===== config.mk =====
export PLATFORM = sky130hd
export DESIGN_NAME = sbad_decode
export DESIGN_NICKNAME = d
export VERILOG_FILES = /design/src/sv/sbad_pkg.sv /design/src/sv/sbad_decode.sv
export SDC_FILE = /design/constraint.sdc
export NUM_CORES = 1
export LEC_CHECK = 0
export ABC_CLOCK_PERIOD_IN_PS = 1800
export BUFFER_PORTS_ARGS = -buffer_cell sky130_fd_sc_hd__buf_2
export CORE_MARGIN = 2
export CORE_UTILIZATION = 35
export DETAILED_ROUTE_END_ITERATION = 10
export PLACE_DENSITY = 0.81
export RECOVER_POWER = 100
export SLEW_MARGIN = 20
export SYNTH_ARGS = -nofsm -noshare
export SYNTH_HDL_FRONTEND = slang
export SYNTH_SLANG_ARGS = --single-unit
export TNS_END_PERCENT = 5

===== constraint.sdc =====
create_clock -name vclk -period 1.8
set_input_delay 0.27 -clock vclk [all_inputs]
set_output_delay 0.27 -clock vclk [all_outputs]
set_load 0.02 [all_outputs]

===== src/sv/sbad_pkg.sv =====
// shared types and constants of the system bus address decoder
package sbad_pkg;

    // cartridge size is a power of two, so the modulo is a mask
    localparam int CART_BYTES = 2097152;
    localparam int RAM_BYTES  = 4096;
    localparam int RAM_AW     = $clog2(RAM_BYTES);

    localparam logic [23:0] CART_MASK   = 24'(CART_BYTES - 1);
    localparam logic [23:0] ROM_TOP     = 24'h000FFF;
    localparam logic [23:0] RAM_TOP     = 24'h001FFF;
    localparam logic [23:0] REG_TOP     = 24'h0020FF;
    localparam logic [7:0]  FIXED_VALUE = 8'h10;

    // device codes as reported on the result channel
    typedef enum logic [3:0] {
        TGT_ROM    = 4'd0,
        TGT_RAM    = 4'd1,
        TGT_CTRL   = 4'd2,
        TGT_RTC    = 4'd3,
        TGT_IRQ    = 4'd4,
        TGT_TIM256 = 4'd5,
        TGT_KEYS   = 4'd6,
        TGT_GPIO   = 4'd7,
        TGT_SOUND  = 4'd8,
        TGT_BLIT   = 4'd9,
        TGT_LCD    = 4'd10,
        TGT_TIMERS = 4'd11,
        TGT_FIXED  = 4'd12,
        TGT_CART   = 4'd13,
        TGT_NONE   = 4'd14
    } target_t;

    // where the open-bus latch takes its next value from
    typedef enum logic [1:0] {
        SRC_KEEP  = 2'd0,
        SRC_WRITE = 2'd1,
        SRC_RAM   = 2'd2,
        SRC_EXT   = 2'd3
    } lsrc_t;

    // configuration register indexes
    localparam logic CFG_DISPLAY = 1'b0;
    localparam logic CFG_CART    = 1'b1;

    // decode of one byte address
    typedef struct packed {
        target_t     target;
        logic [23:0] taddr;
        logic        strobe;
        lsrc_t       src;
    } dec_t;

    // one byte access handed to the result stage
    typedef struct packed {
        target_t     target;
        logic [23:0] taddr;
        logic        strobe;
        logic [7:0]  wbyte;
        logic [7:0]  ext;
        lsrc_t       src;
        logic        last;
    } bytecmd_t;

endpackage


===== src/sv/sbad_decode.sv =====
// byte address decoder: target, target address, write strobe and latch source
module sbad_decode (
    input  logic              [23:0] addr,
    input  logic                     wr,
    input  logic                     display_en,
    input  logic                     cart_en,
    output sbad_pkg::dec_t           dec
);

    logic [7:0]        off;
    sbad_pkg::target_t reg_tgt;

    assign off = addr[7:0];

    // device map inside the register window
    always_comb begin
        reg_tgt = sbad_pkg::TGT_NONE;
        priority if (off <= 8'h02) begin
            reg_tgt = sbad_pkg::TGT_CTRL;
        end else if (off >= 8'h08 && off <= 8'h0B) begin
            reg_tgt = sbad_pkg::TGT_RTC;
        end else if (off >= 8'h20 && off <= 8'h2A) begin
            reg_tgt = sbad_pkg::TGT_IRQ;
        end else if (off >= 8'h40 && off <= 8'h41) begin
            reg_tgt = sbad_pkg::TGT_TIM256;
        end else if (off >= 8'h50 && off <= 8'h55) begin
            reg_tgt = sbad_pkg::TGT_KEYS;
        end else if (off >= 8'h60 && off <= 8'h62) begin
            reg_tgt = sbad_pkg::TGT_GPIO;
        end else if (off >= 8'h70 && off <= 8'h71) begin
            reg_tgt = sbad_pkg::TGT_SOUND;
        end else if (off == 8'h10) begin
            reg_tgt = wr ? sbad_pkg::TGT_NONE : sbad_pkg::TGT_FIXED;
        end else if (off >= 8'hFE) begin
            reg_tgt = display_en ? sbad_pkg::TGT_LCD : sbad_pkg::TGT_NONE;
        end else if (wr && off >= 8'h80 && off <= 8'h8A) begin
            reg_tgt = sbad_pkg::TGT_BLIT;
        end else if (!wr && ((off >= 8'h80 && off <= 8'h8F) ||
                             (off >= 8'hF0 && off <= 8'hF8))) begin
            reg_tgt = sbad_pkg::TGT_BLIT;
        end else if ((off >= 8'h18 && off <= 8'h1D) || (off >= 8'h30 && off <= 8'h3F) ||
                     (off >= 8'h48 && off <= 8'h4F)) begin
            reg_tgt = sbad_pkg::TGT_TIMERS;
        end else begin
            reg_tgt = sbad_pkg::TGT_NONE;
        end
    end

    // top-level map, strobe and latch source
    always_comb begin
        dec.taddr = addr;
        priority if (addr <= sbad_pkg::ROM_TOP) begin
            dec.target = sbad_pkg::TGT_ROM;
        end else if (addr <= sbad_pkg::RAM_TOP) begin
            dec.target = sbad_pkg::TGT_RAM;
            dec.taddr  = {{(24 - sbad_pkg::RAM_AW){1'b0}}, addr[sbad_pkg::RAM_AW-1:0]};
        end else if (addr <= sbad_pkg::REG_TOP) begin
            dec.target = reg_tgt;
        end else if (cart_en) begin
            dec.target = sbad_pkg::TGT_CART;
            dec.taddr  = addr & sbad_pkg::CART_MASK;
        end else begin
            dec.target = sbad_pkg::TGT_NONE;
        end

        dec.strobe = wr && (dec.target != sbad_pkg::TGT_ROM) &&
                     (dec.target != sbad_pkg::TGT_NONE);

        priority if (wr) begin
            dec.src = sbad_pkg::SRC_WRITE;
        end else if (dec.target == sbad_pkg::TGT_RAM) begin
            dec.src = sbad_pkg::SRC_RAM;
        end else if (dec.target == sbad_pkg::TGT_NONE) begin
            dec.src = sbad_pkg::SRC_KEEP;
        end else begin
            dec.src = sbad_pkg::SRC_EXT;
        end
    end

endmodule


# Word-level counts from Yosys, hierarchy flattened
# Cells that the tools add are included.
[word_totals]
output_inout_bits = 31
input_bits = 27
word_cells = 77
reg_bits = 0
[classes]
n_mux = 24
eq_ne = 4
order_cmp = 28
n_reduce_logical = 21
[op_table]
columns = ["operator", "n"]
rows = [
  ["24-bit two-way mux", 3],
  ["8-bit by 7-bit greater-or-equal comparator with 1-bit output, second input constant", 5],
  ["8-bit by 7-bit <= comparator with 1-bit output, second input constant", 5],
  ["4-bit two-way mux", 8],
  ["28-bit two-way mux", 1],
  ["8-bit greater-or-equal comparator, second input constant", 3],
  ["24-bit by 12-bit <= comparator with 1-bit output, second input constant", 1],
  ["24-bit by 13-bit <= comparator with 1-bit output, second input constant", 1],
  ["24-bit by 14-bit <= comparator with 1-bit output, second input constant", 1],
  ["8-bit <= comparator, second input constant", 3],
  ["3-bit two-way mux", 7],
  ["8-bit by 6-bit greater-or-equal comparator with 1-bit output, second input constant", 2],
  ["8-bit by 6-bit <= comparator with 1-bit output, second input constant", 2],
  ["1-bit logical AND", 16],
  ["2-bit two-way mux", 5],
  ["8-bit by 5-bit == test with 1-bit output, second input constant", 1],
  ["8-bit by 4-bit greater-or-equal comparator with 1-bit output, second input constant", 1],
  ["8-bit by 5-bit greater-or-equal comparator with 1-bit output, second input constant", 1],
  ["8-bit by 2-bit <= comparator with 1-bit output, second input constant", 1],
  ["8-bit by 4-bit <= comparator with 1-bit output, second input constant", 1],
  ["8-bit by 5-bit <= comparator with 1-bit output, second input constant", 1],
  ["4-bit by 1-bit == test with 1-bit output, second input constant", 1],
  ["4-bit == test, second input constant", 1],
  ["4-bit inequality test, second input constant", 1],
  ["3 further kinds", 5],
]

# Logic depth before layout (Yosys ltp)
[logic_depth]
word_depth = 23
ltp_mapped = 7
ltp_nobuf = 6

# Least setup slack after synthesis
# Ideal clock, no wire load.
[synth_timing]
path_type = "input to output"
startpoint = "in addr[23]"
endpoint = "out dec[0] (netlist name)"
path_stages = 5
setup_slack_ns = -0.532
required_ns = 1.530
arrival_time_ns = 2.062
path_buffers = 0
path_cell_list = "nor4_1 > nand3_1 > or4_4 > o31a_1 > a31oi_1"
[synth_lines]
columns = ["element", "line", "source"]
rows = [
  ["start: declaration", "sbad_decode.sv:3", "input logic [23:0] addr,"],
  ["end: declaration", "sbad_decode.sv:7", "output sbad_pkg::dec_t dec"],
]

==> impl_metrics.tcl <==
set metrics [dict create \
    status "complete, but fails checks" \
    violations "setup timing" \
    crit_family "simple AND/OR/NAND/NOR gates" \
    setup_violations 10 \
    cp-start-kind "input port" \
    required_ns 1.53 \
    start_util 0.363 \
    final_common_cell "buf_2" \
    synth_area_sq_um 607 \
    p_total_uw 261 \
    setup_tns_ns -3.48 \
    ys_seq_area_frac 0 \
    crit_path_cell_trace "buf_8, nor4_4, nand3_1, or4_4, o31a_4, a211oi_4, buf_6" \
    drc 0 \
    synthTopCellsByArea "buf_4 15%, clkbuf_1 8.0%, and2_1 6.2%" \
    drive_gt1_frac 0.658 \
    final-instance-count-excl-fill 172 \
    path_class "input port to output pin" \
    power_density_nw_per_um2 228 \
    die_w_um 45.6 \
    boundaryPins 58 \
    wire_per_inst_um 14.5 \
    drt_pass1_iterations 4 \
    fin_nets 184 \
    grt.overflow.total 0 \
    nFillCells 133 \
    worstPathArrival_ns 2.04 \
    worst-path-stages 7 \
    cp-endpoint "dec[2]" \
    max_cap_violations 0 \
    antenna_found_initial 0 \
    relSlewSlack 0.785 \
    hold_class "input port to output pin" \
    synth_nets 124 \
    final_area_sq_um 1150 \
    io_buffers 58 \
    ys_warn_count 0 \
    timing.final.ws_setup_ns -0.514 \
    post_cts_buffers 0 \
    n_clock_buffer 0 \
    grt_pass1_wl_mm 3.57 \
    rsz0062_at_grt "true" \
    critPathMaxFanout 4 \
    leakage_uw 0.000555 \
    syn2layout_area_growth_pct 89.1 \
    slowest_delay_ns 0.53 \
    diodes 0 \
    pre_cts_ws_ns -0.672 \
    yosys.area.top_type "buf_4" \
    worst-path-buf-inv 2 \
    fp.dieArea_sq_um 2080 \
    syn_avg_cell_area_sq_um 6.26 \
    dpl-instance-area_sq_um 1010 \
    achievable-frequency_mhz 432 \
    crit_slowest_cell "or4_4" \
    coreArea_sq_um 1670 \
    multiInputGateArea_sq_um 579 \
    grt_max_degree 11 \
    period_minus_slack_ns 2.31 \
    synth_top_area_share 0.148 \
    hold_violations 0 \
    dp_cells 172 \
    finalCritPeriodShare 1.29 \
    num_rows 15 \
    wl_mm 2.49 \
    globalplace.congestion 0.922 \
    min-delay-start "addr[15]" \
    design.seq.count 0 \
    hold_buffers 0 \
    tightest_slew_ns 0.321 \
    drtIter0Drc 33 \
    ant_nets 0 \
    ys_types 40 \
    grt_pass1_vias 793 \
    via_count 949 \
    hpwl_mm 1.88 \
    viasPerCell 5.52 \
    end_kind "output pin" \
    syn_inst 97 \
    finalMaxSlewViolations 0 \
    layout_common_cells "47 x buf_2, 29 x buf_4, 8 x nor2_1" \
    track_usage 0.222 \
    ir_drop_v 0.000155 \
    seq_area_sq_um 0 \
    startpoint "addr[15]" \
    chipHeight_um 45.6 \
]
## area by class of cell
cell class / instances / area share
inverter: 3 / 0.00981
timing repair buffer: 85 / 0.467
tap: 17 / 0.0185
multi-input combinational: 67 / 0.505
## how the worst min path moves through the flow
| stage | endpoint | cells past startpoint |
|---|---|---|
| after floorplan | dec[1] | 1 |
| after global placement | dec[11] | 2 |
| after detailed placement | dec[14] | 2 |
| after CTS | dec[22] | 2 |
| after global routing | dec[18] | 2 |
| final | dec[18] | 2 |
## power by group
group          total [uW]  switching, uW  internal [uW]
clock network           0              0              0
logic                 261            146            115
registers               0              0              0
total                 261            146            115
## Yosys cell counts, types with 2 or more instances
master / count
and2_1: 6
nor4_1: 4
inv_1: 2
buf_4: 12
nor2_1: 8
nand2_1: 2
nand3_1: 3
o31ai_1: 3
a31oi_1: 2
and3_1: 2
or3_1: 2
a21oi_1: 3
a211oi_1: 2
clkbuf_1: 13
o211ai_1: 3
o21ai_0: 2
nor3_1: 4
buf_2: 2
## stage by stage
step | utilization | hold WS, ns
after global placement | 0.603 | 0.768
final | 0.687 | 0.767
after detailed placement | 0.603 | 0.772
after global routing | 0.687 | 0.780
after CTS | 0.654 | 0.760
after floorplan | - | 0.582
## repair_timing
action                                  CTS  global route
endpoints found under the setup margin   10            10
cloned                                    0             0
resized for setup                        15            14
pin swaps                                 8             4
## routing by layer
layer	up-vias	GRT usage	wire length, um
met3	2	0.00794	191
li1	457	-	-
met4	0	0.0118	10
met1	438	0.318	1040
met2	52	0.383	1250
met5	-	0	0
## logic make-up (layout without fill, tap and decap cells)
group | after synthesis | count (layout) | share of synthesized area
adder cells (fa/ha/maj) | 1 | 1 | 0.0165
AND/OR/NAND/NOR | 39 | 39 | 0.371
XOR/XNOR | 1 | 1 | 0.0144
buffers and inverters | 30 | 88 | 0.264
AO/OA/AOI/OAI | 26 | 26 | 0.334
(Power assumes the default switching activity.)
