## src/sv/sbad_pkg.sv

```systemverilog
// shared types and constants of the system bus address decoder
package sbad_pkg;

    // cartridge size is a power of two, so the modulo is a mask
    localparam int CART_BYTES = 2097152;
    localparam int RAM_BYTES  = 4096;
    localparam int RAM_AW     = $clog2(RAM_BYTES);

    localparam logic [23:0] CART_MASK   = 24'(CART_BYTES - 1);
    localparam logic [23:0] ROM_TOP     = 24'h000FFF;
    localparam logic [23:0] RAM_TOP     = 24'h001FFF;
    localparam logic [23:0] REG_TOP     = 24'h0020FF;
    localparam logic [7:0]  FIXED_VALUE = 8'h10;

    // device codes as reported on the result channel
    typedef enum logic [3:0] {
        TGT_ROM    = 4'd0,
        TGT_RAM    = 4'd1,
        TGT_CTRL   = 4'd2,
        TGT_RTC    = 4'd3,
        TGT_IRQ    = 4'd4,
        TGT_TIM256 = 4'd5,
        TGT_KEYS   = 4'd6,
        TGT_GPIO   = 4'd7,
        TGT_SOUND  = 4'd8,
        TGT_BLIT   = 4'd9,
        TGT_LCD    = 4'd10,
        TGT_TIMERS = 4'd11,
        TGT_FIXED  = 4'd12,
        TGT_CART   = 4'd13,
        TGT_NONE   = 4'd14
    } target_t;

    // where the open-bus latch takes its next value from
    typedef enum logic [1:0] {
        SRC_KEEP  = 2'd0,
        SRC_WRITE = 2'd1,
        SRC_RAM   = 2'd2,
        SRC_EXT   = 2'd3
    } lsrc_t;

    // configuration register indexes
    localparam logic CFG_DISPLAY = 1'b0;
    localparam logic CFG_CART    = 1'b1;

    // decode of one byte address
    typedef struct packed {
        target_t     target;
        logic [23:0] taddr;
        logic        strobe;
        lsrc_t       src;
    } dec_t;

    // one byte access handed to the result stage
    typedef struct packed {
        target_t     target;
        logic [23:0] taddr;
        logic        strobe;
        logic [7:0]  wbyte;
        logic [7:0]  ext;
        lsrc_t       src;
        logic        last;
    } bytecmd_t;

endpackage

```

## src/sv/sbad_result.sv

```systemverilog
// result stage: open-bus latch update and the result output register
module sbad_result (
    input  logic                 aclk,
    input  logic                 aresetn,
    input  logic                 issue_valid,
    input  sbad_pkg::bytecmd_t   issue,
    output logic                 issue_ready,
    input  logic [7:0]           ram_rdata,
    output logic                 m_valid,
    input  logic                 m_ready,
    output logic [3:0]           m_target,
    output logic [23:0]          m_target_address,
    output logic                 m_is_write,
    output logic [7:0]           m_write_byte,
    output logic [7:0]           m_read_byte,
    output logic                 m_last
);

    logic               b_valid_reg;
    sbad_pkg::bytecmd_t b_reg;
    logic               out_valid_reg;
    sbad_pkg::bytecmd_t out_reg;
    logic [7:0]         out_read_reg;
    logic [7:0]         latch_reg;
    logic [7:0]         latch_next;
    logic               out_free;
    logic               b_adv;

    assign out_free    = !out_valid_reg || m_ready;
    assign b_adv       = b_valid_reg && out_free;
    assign issue_ready = !b_valid_reg || b_adv;

    // new latch value; ram data is valid the cycle after the read
    always_comb begin
        unique case (b_reg.src)
            sbad_pkg::SRC_KEEP:  latch_next = latch_reg;
            sbad_pkg::SRC_WRITE: latch_next = b_reg.wbyte;
            sbad_pkg::SRC_RAM:   latch_next = ram_rdata;
            sbad_pkg::SRC_EXT:   latch_next = b_reg.ext;
            default:             latch_next = latch_reg;
        endcase
    end

    // byte stage and output register control
    always_ff @(posedge aclk) begin
        if (!aresetn) begin
            b_valid_reg   <= 1'b0;
            out_valid_reg <= 1'b0;
            latch_reg     <= 8'd0;
        end else begin
            if (issue_valid && issue_ready) begin
                b_valid_reg <= 1'b1;
            end else if (b_adv) begin
                b_valid_reg <= 1'b0;
            end
            if (b_adv) begin
                out_valid_reg <= 1'b1;
                latch_reg     <= latch_next;
            end else if (m_ready) begin
                out_valid_reg <= 1'b0;
            end
        end
    end

    // payload registers
    always_ff @(posedge aclk) begin
        if (issue_valid && issue_ready) begin
            b_reg <= issue;
        end
        if (b_adv) begin
            out_reg      <= b_reg;
            out_read_reg <= latch_next;
        end
    end

    assign m_valid          = out_valid_reg;
    assign m_target         = out_reg.target;
    assign m_target_address = out_reg.taddr;
    assign m_is_write       = out_reg.strobe;
    assign m_write_byte     = out_reg.wbyte;
    assign m_read_byte      = out_read_reg;
    assign m_last           = out_reg.last;

endmodule

```

## config.mk

```make
export PLATFORM = sky130hd
export DESIGN_NAME = sbad_result
export DESIGN_NICKNAME = d
export VERILOG_FILES = /design/src/sv/sbad_pkg.sv /design/src/sv/sbad_result.sv
export SDC_FILE = /design/constraint.sdc
export NUM_CORES = 1
export LEC_CHECK = 0
export ABC_CLOCK_PERIOD_IN_PS = 3700
export BUFFER_PORTS_ARGS = -buffer_cell sky130_fd_sc_hd__buf_2
export CORE_ASPECT_RATIO = 1.2
export CORE_MARGIN = 4
export CORE_UTILIZATION = 45
export DETAILED_ROUTE_END_ITERATION = 12
export GPL_TIMING_DRIVEN = 0
export HOLD_SLACK_MARGIN = 0.06
export PLACE_DENSITY = 0.72
export SLEW_MARGIN = 20
export SYNTH_ARGS = -nofsm -noshare
export SYNTH_HDL_FRONTEND = slang
export SYNTH_SLANG_ARGS = --single-unit
export TNS_END_PERCENT = 30
```

## constraint.sdc

```tcl
create_clock -name aclk -period 3.7 [get_ports aclk]
set_input_delay 0.925 -clock aclk [delete_from_list [all_inputs] [get_ports aclk]]
set_output_delay 0.925 -clock aclk [all_outputs]
set_load 0.02 [all_outputs]
```

## Word level (Yosys, flattened, before mapping)

Cells that the tools add are included.

- Register bits after elaboration: 104
- Latch bits: 0
- Bits in writable memories: 0
- ROM bits: 0
- Output and inout bits: 48
- Memories: 0

- Add/subtract/negate cells: 0
- Multipliers: 0
- Div/mod/pow operators: 0
- $lt $le $gt $ge: 0
- Equality and inequality tests: 3
- Shift operators: 0
- Multiplexer cells: 5
- Bitwise operators: 0
- Reduce and logical (&&, ||, !) cells: 9

Operators by type and width:

| kind | count |
|---|---|
| 8-bit case mux with 4 select lines | 1 |
| 2-bit == test (second input constant) | 2 |
| 1-bit 2-to-1 mux | 4 |
| 2-bit nonzero test | 2 |
| 2-bit by 1-bit == test with 1-bit output (second input constant) | 1 |
| 1-bit logical AND | 2 |
| 1-bit zero test | 2 |
| 2-bit zero test | 1 |
| 1-bit logical OR | 2 |

## Logic depth before layout (Yosys ltp)

Gate-level depths: netlist (run 1).

- Depth after elaboration: 6
- Gate-level depth with buffers: 4
- Gate-level depth less buffers: 3

## Worst setup path after synthesis (run 1)

OpenSTA, ideal clock, no wires.

- Path kind: input to register
- From: input m_ready
- To: register out_reg (netlist bit m_is_write) (enable)
- Setup time: 0.428 ns
- Arrival: 2.541 ns
- Data required time: 3.272 ns
- Setup slack: 0.731 ns
- Stages on the path: 3
- Buffers on the path: 1
- Cell sequence: nor2b_1 nor2b_1 clkbuf_1

- Longest elaborated chain between the ends: 2

Ends and longest elaborated chain:

| element | line | source |
|---|---|---|
| start: declaration | sbad_result.sv:10 | `input logic m_ready,` |
| 1-bit logical OR | sbad_result.sv:29 | `assign out_free = !out_valid_reg \|\| m_ready;` |
| 1-bit logical AND | sbad_result.sv:30 | `assign b_adv = b_valid_reg && out_free;` |
| via b_adv | sbad_result.sv:27 | `logic b_adv;` |
| end signal: assignment | sbad_result.sv:71 | `out_reg <= b_reg;` |
| end: declaration | sbad_result.sv:22 | `sbad_pkg::bytecmd_t out_reg;` |

The timed path passes the listed nets, and every way through them passes these cells.
A chain may end at the register's enable or synchronous reset.

## Worst setup path in the final report (run 1)

- From: input m_ready
- To: output issue_ready

- Longest elaborated chain between the ends: 3

Ends and longest elaborated chain:

| element | line | source |
|---|---|---|
| 1-bit logical OR | sbad_result.sv:29 |  |
| 1-bit logical AND | sbad_result.sv:30 |  |
| 1-bit logical OR | sbad_result.sv:31 | `assign issue_ready = !b_valid_reg \|\| b_adv;` |
| end: declaration | sbad_result.sv:7 | `output logic issue_ready,` |

Every way passes these cells.

==> reports/results.ini, run 1 <==
[outcome]
status=finished, final reports clean

[setup_path]
required_ns=2.77
startpoint_type=input port
critPathArrivalTime_ns=1.57
critPathKind=in -> out
path_max_fanout=5
end_kind=output pin

[logic_synthesis]
synthArstFlopShare_pct=0
netlist_area_sq_um=3380
yosysWarnings=0
synth.top_cell.area_share_pct=83.5
synthTopCellsByCount=94 x edfxtp_1, 10 x dfxtp_1, 9 x nand2_1, 8 x mux4_2, 8 x o2bb2ai_1
synthCells=141
synthMostInstantiatedCell=edfxtp_1
ys.flop_type=edfxtp_1
synth_top_area_cell=edfxtp_1
synth_nets=201
synth_edf_count=94
ys_seq_area_share_pct=89.4
syn_area_per_cell_sq_um=24.0
yosysUniqueCellTypes=13
synth-seq-cells=104
synthTopCellsByArea=edfxtp_1 83%, dfxtp_1 5.9%, mux4_2 5.3%

[final_layout]
syn2layout_area_growth_pct=25.2
final_area_sq_um=4230
fin_nets=320
largest_reg_flops=48
diodes=0
n_fill_cell=583
drive_gt1_share_pct=50.6

[timing]
period_minus_slack_ns=2.49
slew_headroom_pct=52.9
rsz0062_at_grt=false
max_freq_mhz=401
tightest_slew_ns=0.706
finalSetupViolCount=0
fin_skew_ns=0.0103
fin_setup_tns_ns=0
hold_viol_final=0
period_share_pct=67.4
maxSlewViolCount=0

[global_route]
groute.usage.overall_pct=14.0
grt_pass1_wl_um=9010
antenna_found_initial=0
grt_pass1_vias=1789
overflow=0
grt_max_degree=55

[cts]
clkTransAtPathRegs_ns=0.09
clock_path_buffers=2
cts.sinks=104
ctsHtreeMaxLevel=3
cts_tree=done
cts_hold_buf=0
clock_latency_ns=0.35
cts_buffers=9
postCtsSetupRepairBufs=0
cts_resized=0
cts_root_buf=clkbuf_8

[drt]
routedWlPerCell_um=16.9
wl_um=5990
postRouteAntennaNets=0
viasPerCell=4.91
vias=1742
firstDrtPassIters=4
drt_iter0_drc=38
drc_errors=0

[placed_design]
dp_hpwl_um=4410
placement.cell_area_sq_um=4060
gp_congestion=0.694
io_buffers=107

[floorplanning]
row_count=34
dieWidth_um=87.1
die_area_sq_um=8970
dieHeight_um=103
start_util_pct=46.5
core_sq_um=7270
io_pins=108

[power_and_ir_drop]
p_per_area_nw_per_um2=503
p_leak_nw=1.61
ir_worst_vdd_mv=0.270

[min_path]
min_path_type=reg -> reg

[run]
max-cap-violations=0

-- layer usage --
layer / global-route usage (%) / vias up / wire length, um
met1: 15.8 / 825 / 2290
met4: 7.44 / 0 / 125
met2: 22.3 / 102 / 2800
met3: 6.24 / 12 / 772
li1: - / 803 / -
met5: 0 / - / 0
-- cells by family (layout without fill, tap and decap cells) --
kind of cell | count (synthesis) | in the layout | synth area share (%)
flops | 104 | 104 | 89.4
buf+inv | 5 | 129 | 0.814
mux | 8 | 8 | 5.33
compound gates | 10 | 10 | 2.44
simple gates | 14 | 14 | 2.00
-- where the power goes --
part	switching, mW	internal [mW]
Combinational	0.0889	0.0616
Clock	0.361	0.248
Sequential	0.0171	1.35
Total	0.467	1.66
-- cells in the final DEF, fill, tap and decap left out, drive strengths merged --
| master | count |
|---|---|
| clkinv | 3 |
| inv | 2 |
| and3b | 1 |
| mux4 | 8 |
| a21oi | 1 |
| nor2b | 3 |
| and2 | 1 |
| clkbuf | 14 |
| o2bb2ai | 8 |
| buf | 109 |
| nand2 | 9 |
| dfxtp | 10 |
| o21a | 1 |
| clkinvlp | 1 |
| edfxtp | 94 |
-- cell type report --
class | count | area [sq um] | share of cell area, %
flip-flops and latches | 104 | 3020 | 71.4
repair buffers | 108 | 563 | 13.3
multi-input cells | 32 | 332 | 7.84
clock buffers | 10 | 128 | 3.02
well taps | 90 | 113 | 2.66
clock inverters | 6 | 42.5 | 1.01
plain buffers | 5 | 31.3 | 0.739
-- stage by stage --
stage          total power, mW  hold slack [ns]  std cells  util (%)  setup WS [ns]
2_1_floorplan             1.47            0.400        141         -          0.731
3_3_place_gp              1.54            0.400        338      55.4          0.111
3_5_place_dp              1.55            0.405        339      55.8           1.20
4_1_cts                   2.16            0.426        355      58.2           1.21
5_1_grt                   2.22            0.433        355      58.2           1.13
6_report                  2.13            0.425        355      58.2           1.21
-- worst max-delay path, stage by stage --
cell	delay, ns
buf_2	0.09
nor2b_1	0.27
nand2_1	0.11
buf_2	0.17
-- path summary, 6_finish.rpt --
check                        from  depth (start not counted)                       endpoint  slack, ns
min reg2reg   b_reg[20]$_DFFE_PP_                          0  m_target_address[0]$_DFFE_PP_       0.43
max                       m_ready                          4                    issue_ready       1.21
max reg2reg  m_valid$_SDFFE_PN0P_                          4            b_reg[47]$_DFFE_PP_       2.00
min           b_reg[20]$_DFFE_PP_                          0  m_target_address[0]$_DFFE_PP_       0.43
Note: power is estimated with default switching activity, not from simulation.
==> run 2, diff against run 1 <==
- ABC_CLOCK_PERIOD_IN_PS: 3700 -> 2570
- clock period: 3.7 -> 2.57 ns (I/O delays scaled with it)
==> run 2 against run 1 <==
Effect of this change: register-to-register slack got worse by 1.1 ns; sequential share of layout area decreased by 0.19 points; non-clock buffer count unchanged; critical path depth unchanged; via count decreased by 1.8%; final cell count unchanged; utilization increased by 0.15 points; wire length decreased by 4.0%; global-route usage decreased by 0.61 points.
==> reports/results.ini, run 2 (synthesized netlist as in run 1, its figures left out) <==
[floorplanning]
die_area_sq_um=8970  ; unchanged
row_count=34  ; unchanged
dieWidth_um=87.1  ; unchanged
dieHeight_um=103  ; unchanged
start_util_pct=46.5  ; unchanged
core_sq_um=7270  ; unchanged
io_pins=108  ; unchanged

[power_and_ir_drop]
finalPower_mw=3.14  ; was 2.13 mW
p_sw_share_pct=21.0  ; was 22.0%
combPwrFrac_pct=6.8  ; was 7.1%
ir_worst_vdd_mv=0.438  ; was 0.270 mV
p_seq_share_pct=62.6  ; was 64.3%
p_int_mw=2.48  ; was 1.66 mW
p_per_area_nw_per_um2=741  ; was 503 nW/um^2
power_switching_mw=0.660  ; was 0.467 mW
p_leak_nw=1.61  ; about the same
clkPwrFrac_pct=30.6  ; was 28.6%

[final_layout]
final_cell_mix=107 x buf_2, 94 x edfxtp_1, 10 x dfxtp_1  ; unchanged
syn2layout_area_growth_pct=25.5  ; was 25.2%
mostFrequentLayoutCell=buf_2  ; unchanged
largest_reg_flops=48  ; unchanged
utilization_pct=58.3  ; was 58.2%
n_fill_cell=574  ; was 583
diodes=0  ; unchanged
drive_gt1_share_pct=50.2  ; was 50.6%
finalNonFillerCells=355  ; unchanged
fin_nets=320  ; unchanged

[setup_path]
crit_cells=4  ; unchanged
path_max_fanout=5  ; unchanged
r2r-start=m_valid$_SDFFE_PN0P_  ; unchanged
regToRegSetupSlack_ns=0.95  ; was 2.00 ns
required_ns=1.93  ; was 2.77 ns
crit_path_end=issue_ready  ; unchanged
path_buf_inv=2  ; unchanged
end_kind=output pin  ; unchanged
critPathKind=in -> out  ; unchanged
max_stage_delay_ns=0.26  ; was 0.27 ns
startpoint_type=input port  ; unchanged
crit_slowest_cell=nor2b_1  ; unchanged
setup.worst_path.start=m_ready  ; unchanged
crit_top_cell=buf_2  ; unchanged
crit_family=simple AND/OR/NAND/NOR gates  ; unchanged
critPathArrivalTime_ns=1.27  ; was 1.57 ns
r2r_end=b_reg[0]$_DFFE_PP_  ; was b_reg[47]$_DFFE_PP_
crit_chain=buf_2 -> nor2b_1 -> nand2_1 -> buf_2  ; unchanged
worstRegToRegCells=4  ; unchanged

[cts]
cts.sinks=104  ; unchanged
clock_latency_ns=0.35  ; about the same
cts_buffers=9  ; unchanged
clkTransAtPathRegs_ns=0.08  ; was 0.09 ns
postCtsSetupRepairBufs=0  ; unchanged
cts_hold_buf=0  ; unchanged
clock_path_buffers=2  ; unchanged
cts_root_buf=clkbuf_8  ; unchanged
cts_tree=done  ; unchanged
cts_resized=0  ; unchanged
ctsHtreeMaxLevel=3  ; unchanged

[timing]
period_minus_slack_ns=1.91
maxSlewViolCount=0  ; unchanged
period_share_pct=74.3
fin_setup_tns_ns=0  ; unchanged
slew_headroom_pct=51.9  ; was 52.9%
max_freq_mhz=523
finalSetupViolCount=0  ; unchanged
holdWs_ns=0.423  ; was 0.425 ns
fin_skew_ns=0.0106  ; was 0.0103 ns
hold_viol_final=0  ; unchanged
tightest_slew_ns=0.722  ; was 0.706 ns
rsz0062_at_grt=false  ; unchanged

[outcome]
status=finished, final reports clean  ; unchanged

[global_route]
grt_max_degree=55  ; unchanged
groute.usage.overall_pct=13.3  ; was 14.0%
antenna_found_initial=0  ; unchanged
overflow=0  ; unchanged
grt_pass1_vias=1776  ; was 1,789
grt_pass1_wl_um=8800  ; was 9010 um

[drt]
wl_met2_um=2690  ; was 2800 um
drt_iter0_drc=36  ; was 38
top_layer=met4  ; unchanged
routedWlPerCell_um=16.2  ; was 16.9 um
wl_met3_um=851  ; was 772 um
wl_um=5750  ; was 5990 um
viasPerCell=4.82  ; was 4.91
postRouteAntennaNets=0  ; unchanged
wirelength_met1_um=2150  ; was 2290 um
vias=1710  ; was 1,742
drc_errors=0  ; unchanged
firstDrtPassIters=4  ; unchanged

[placed_design]
dp_hpwl_um=4140  ; was 4410 um
dp.cells=339  ; unchanged
gp_congestion=0.767  ; was 0.694
io_buffers=107  ; unchanged

[run]
max-cap-violations=0  ; unchanged

[min_path]
min_path_type=reg -> reg  ; unchanged
hold_path_depth=0  ; unchanged

[run 2: area by class of cell]
cell class / count / area [sq um] / share of cell area [%]
Tap cell: 90 / 113 / 2.65
Timing Repair Buffer: 108 / 556 / 13.1
Clock inverter: 5 / 57.6 / 1.36
Clock buffer: 11 / 131 / 3.10
Multi-Input combinational cell: 32 / 332 / 7.81
Sequential cell: 104 / 3020 / 71.2
Buffer: 5 / 31.3 / 0.737
[run 2: routing by layer]
metal	up-vias	GRT usage (%)
li1	804	-
met1	805	14.9
met2	93	21.2
met3	8	7.59
met4	0	5.31
met5	-	0
[run 2: worst min-delay path by stage]
stage / from / endpoint / slack (ns)
final: b_reg[42]$_DFFE_PP_ / m_target_address[22]$_DFFE_PP_ / 0.42
after CTS: b_reg[42]$_DFFE_PP_ / m_target_address[22]$_DFFE_PP_ / 0.43
after global placement: b_reg[42]$_DFFE_PP_ / m_target_address[22]$_DFFE_PP_ / 0.40
after floorplan: b_reg[19]$_DFFE_PP_ / m_is_write$_DFFE_PP_ / 0.40
after detailed placement: b_reg[20]$_DFFE_PP_ / m_target_address[0]$_DFFE_PP_ / 0.40
after global routing: b_reg[32]$_DFFE_PP_ / m_target_address[12]$_DFFE_PP_ / 0.43
[run 2: per-stage QoR]
stage	setup slack [ns]	instance area [sq um]
2_1_floorplan	0.0682	3380
3_3_place_gp	-0.345	4030
3_5_place_dp	0.548	4050
4_1_cts	0.657	4240
5_1_grt	0.586	4240
6_report	0.659	4240
[run 2: power groups by stage]
stage,registers (mW),clock network [mW],logic [mW]
2_1_floorplan,2.05,0,0.0690
3_3_place_gp,2.01,0,0.209
3_5_place_dp,2.01,0,0.218
4_1_cts,1.97,0.989,0.219
5_1_grt,1.98,1.06,0.234
6_report,1.97,0.962,0.214
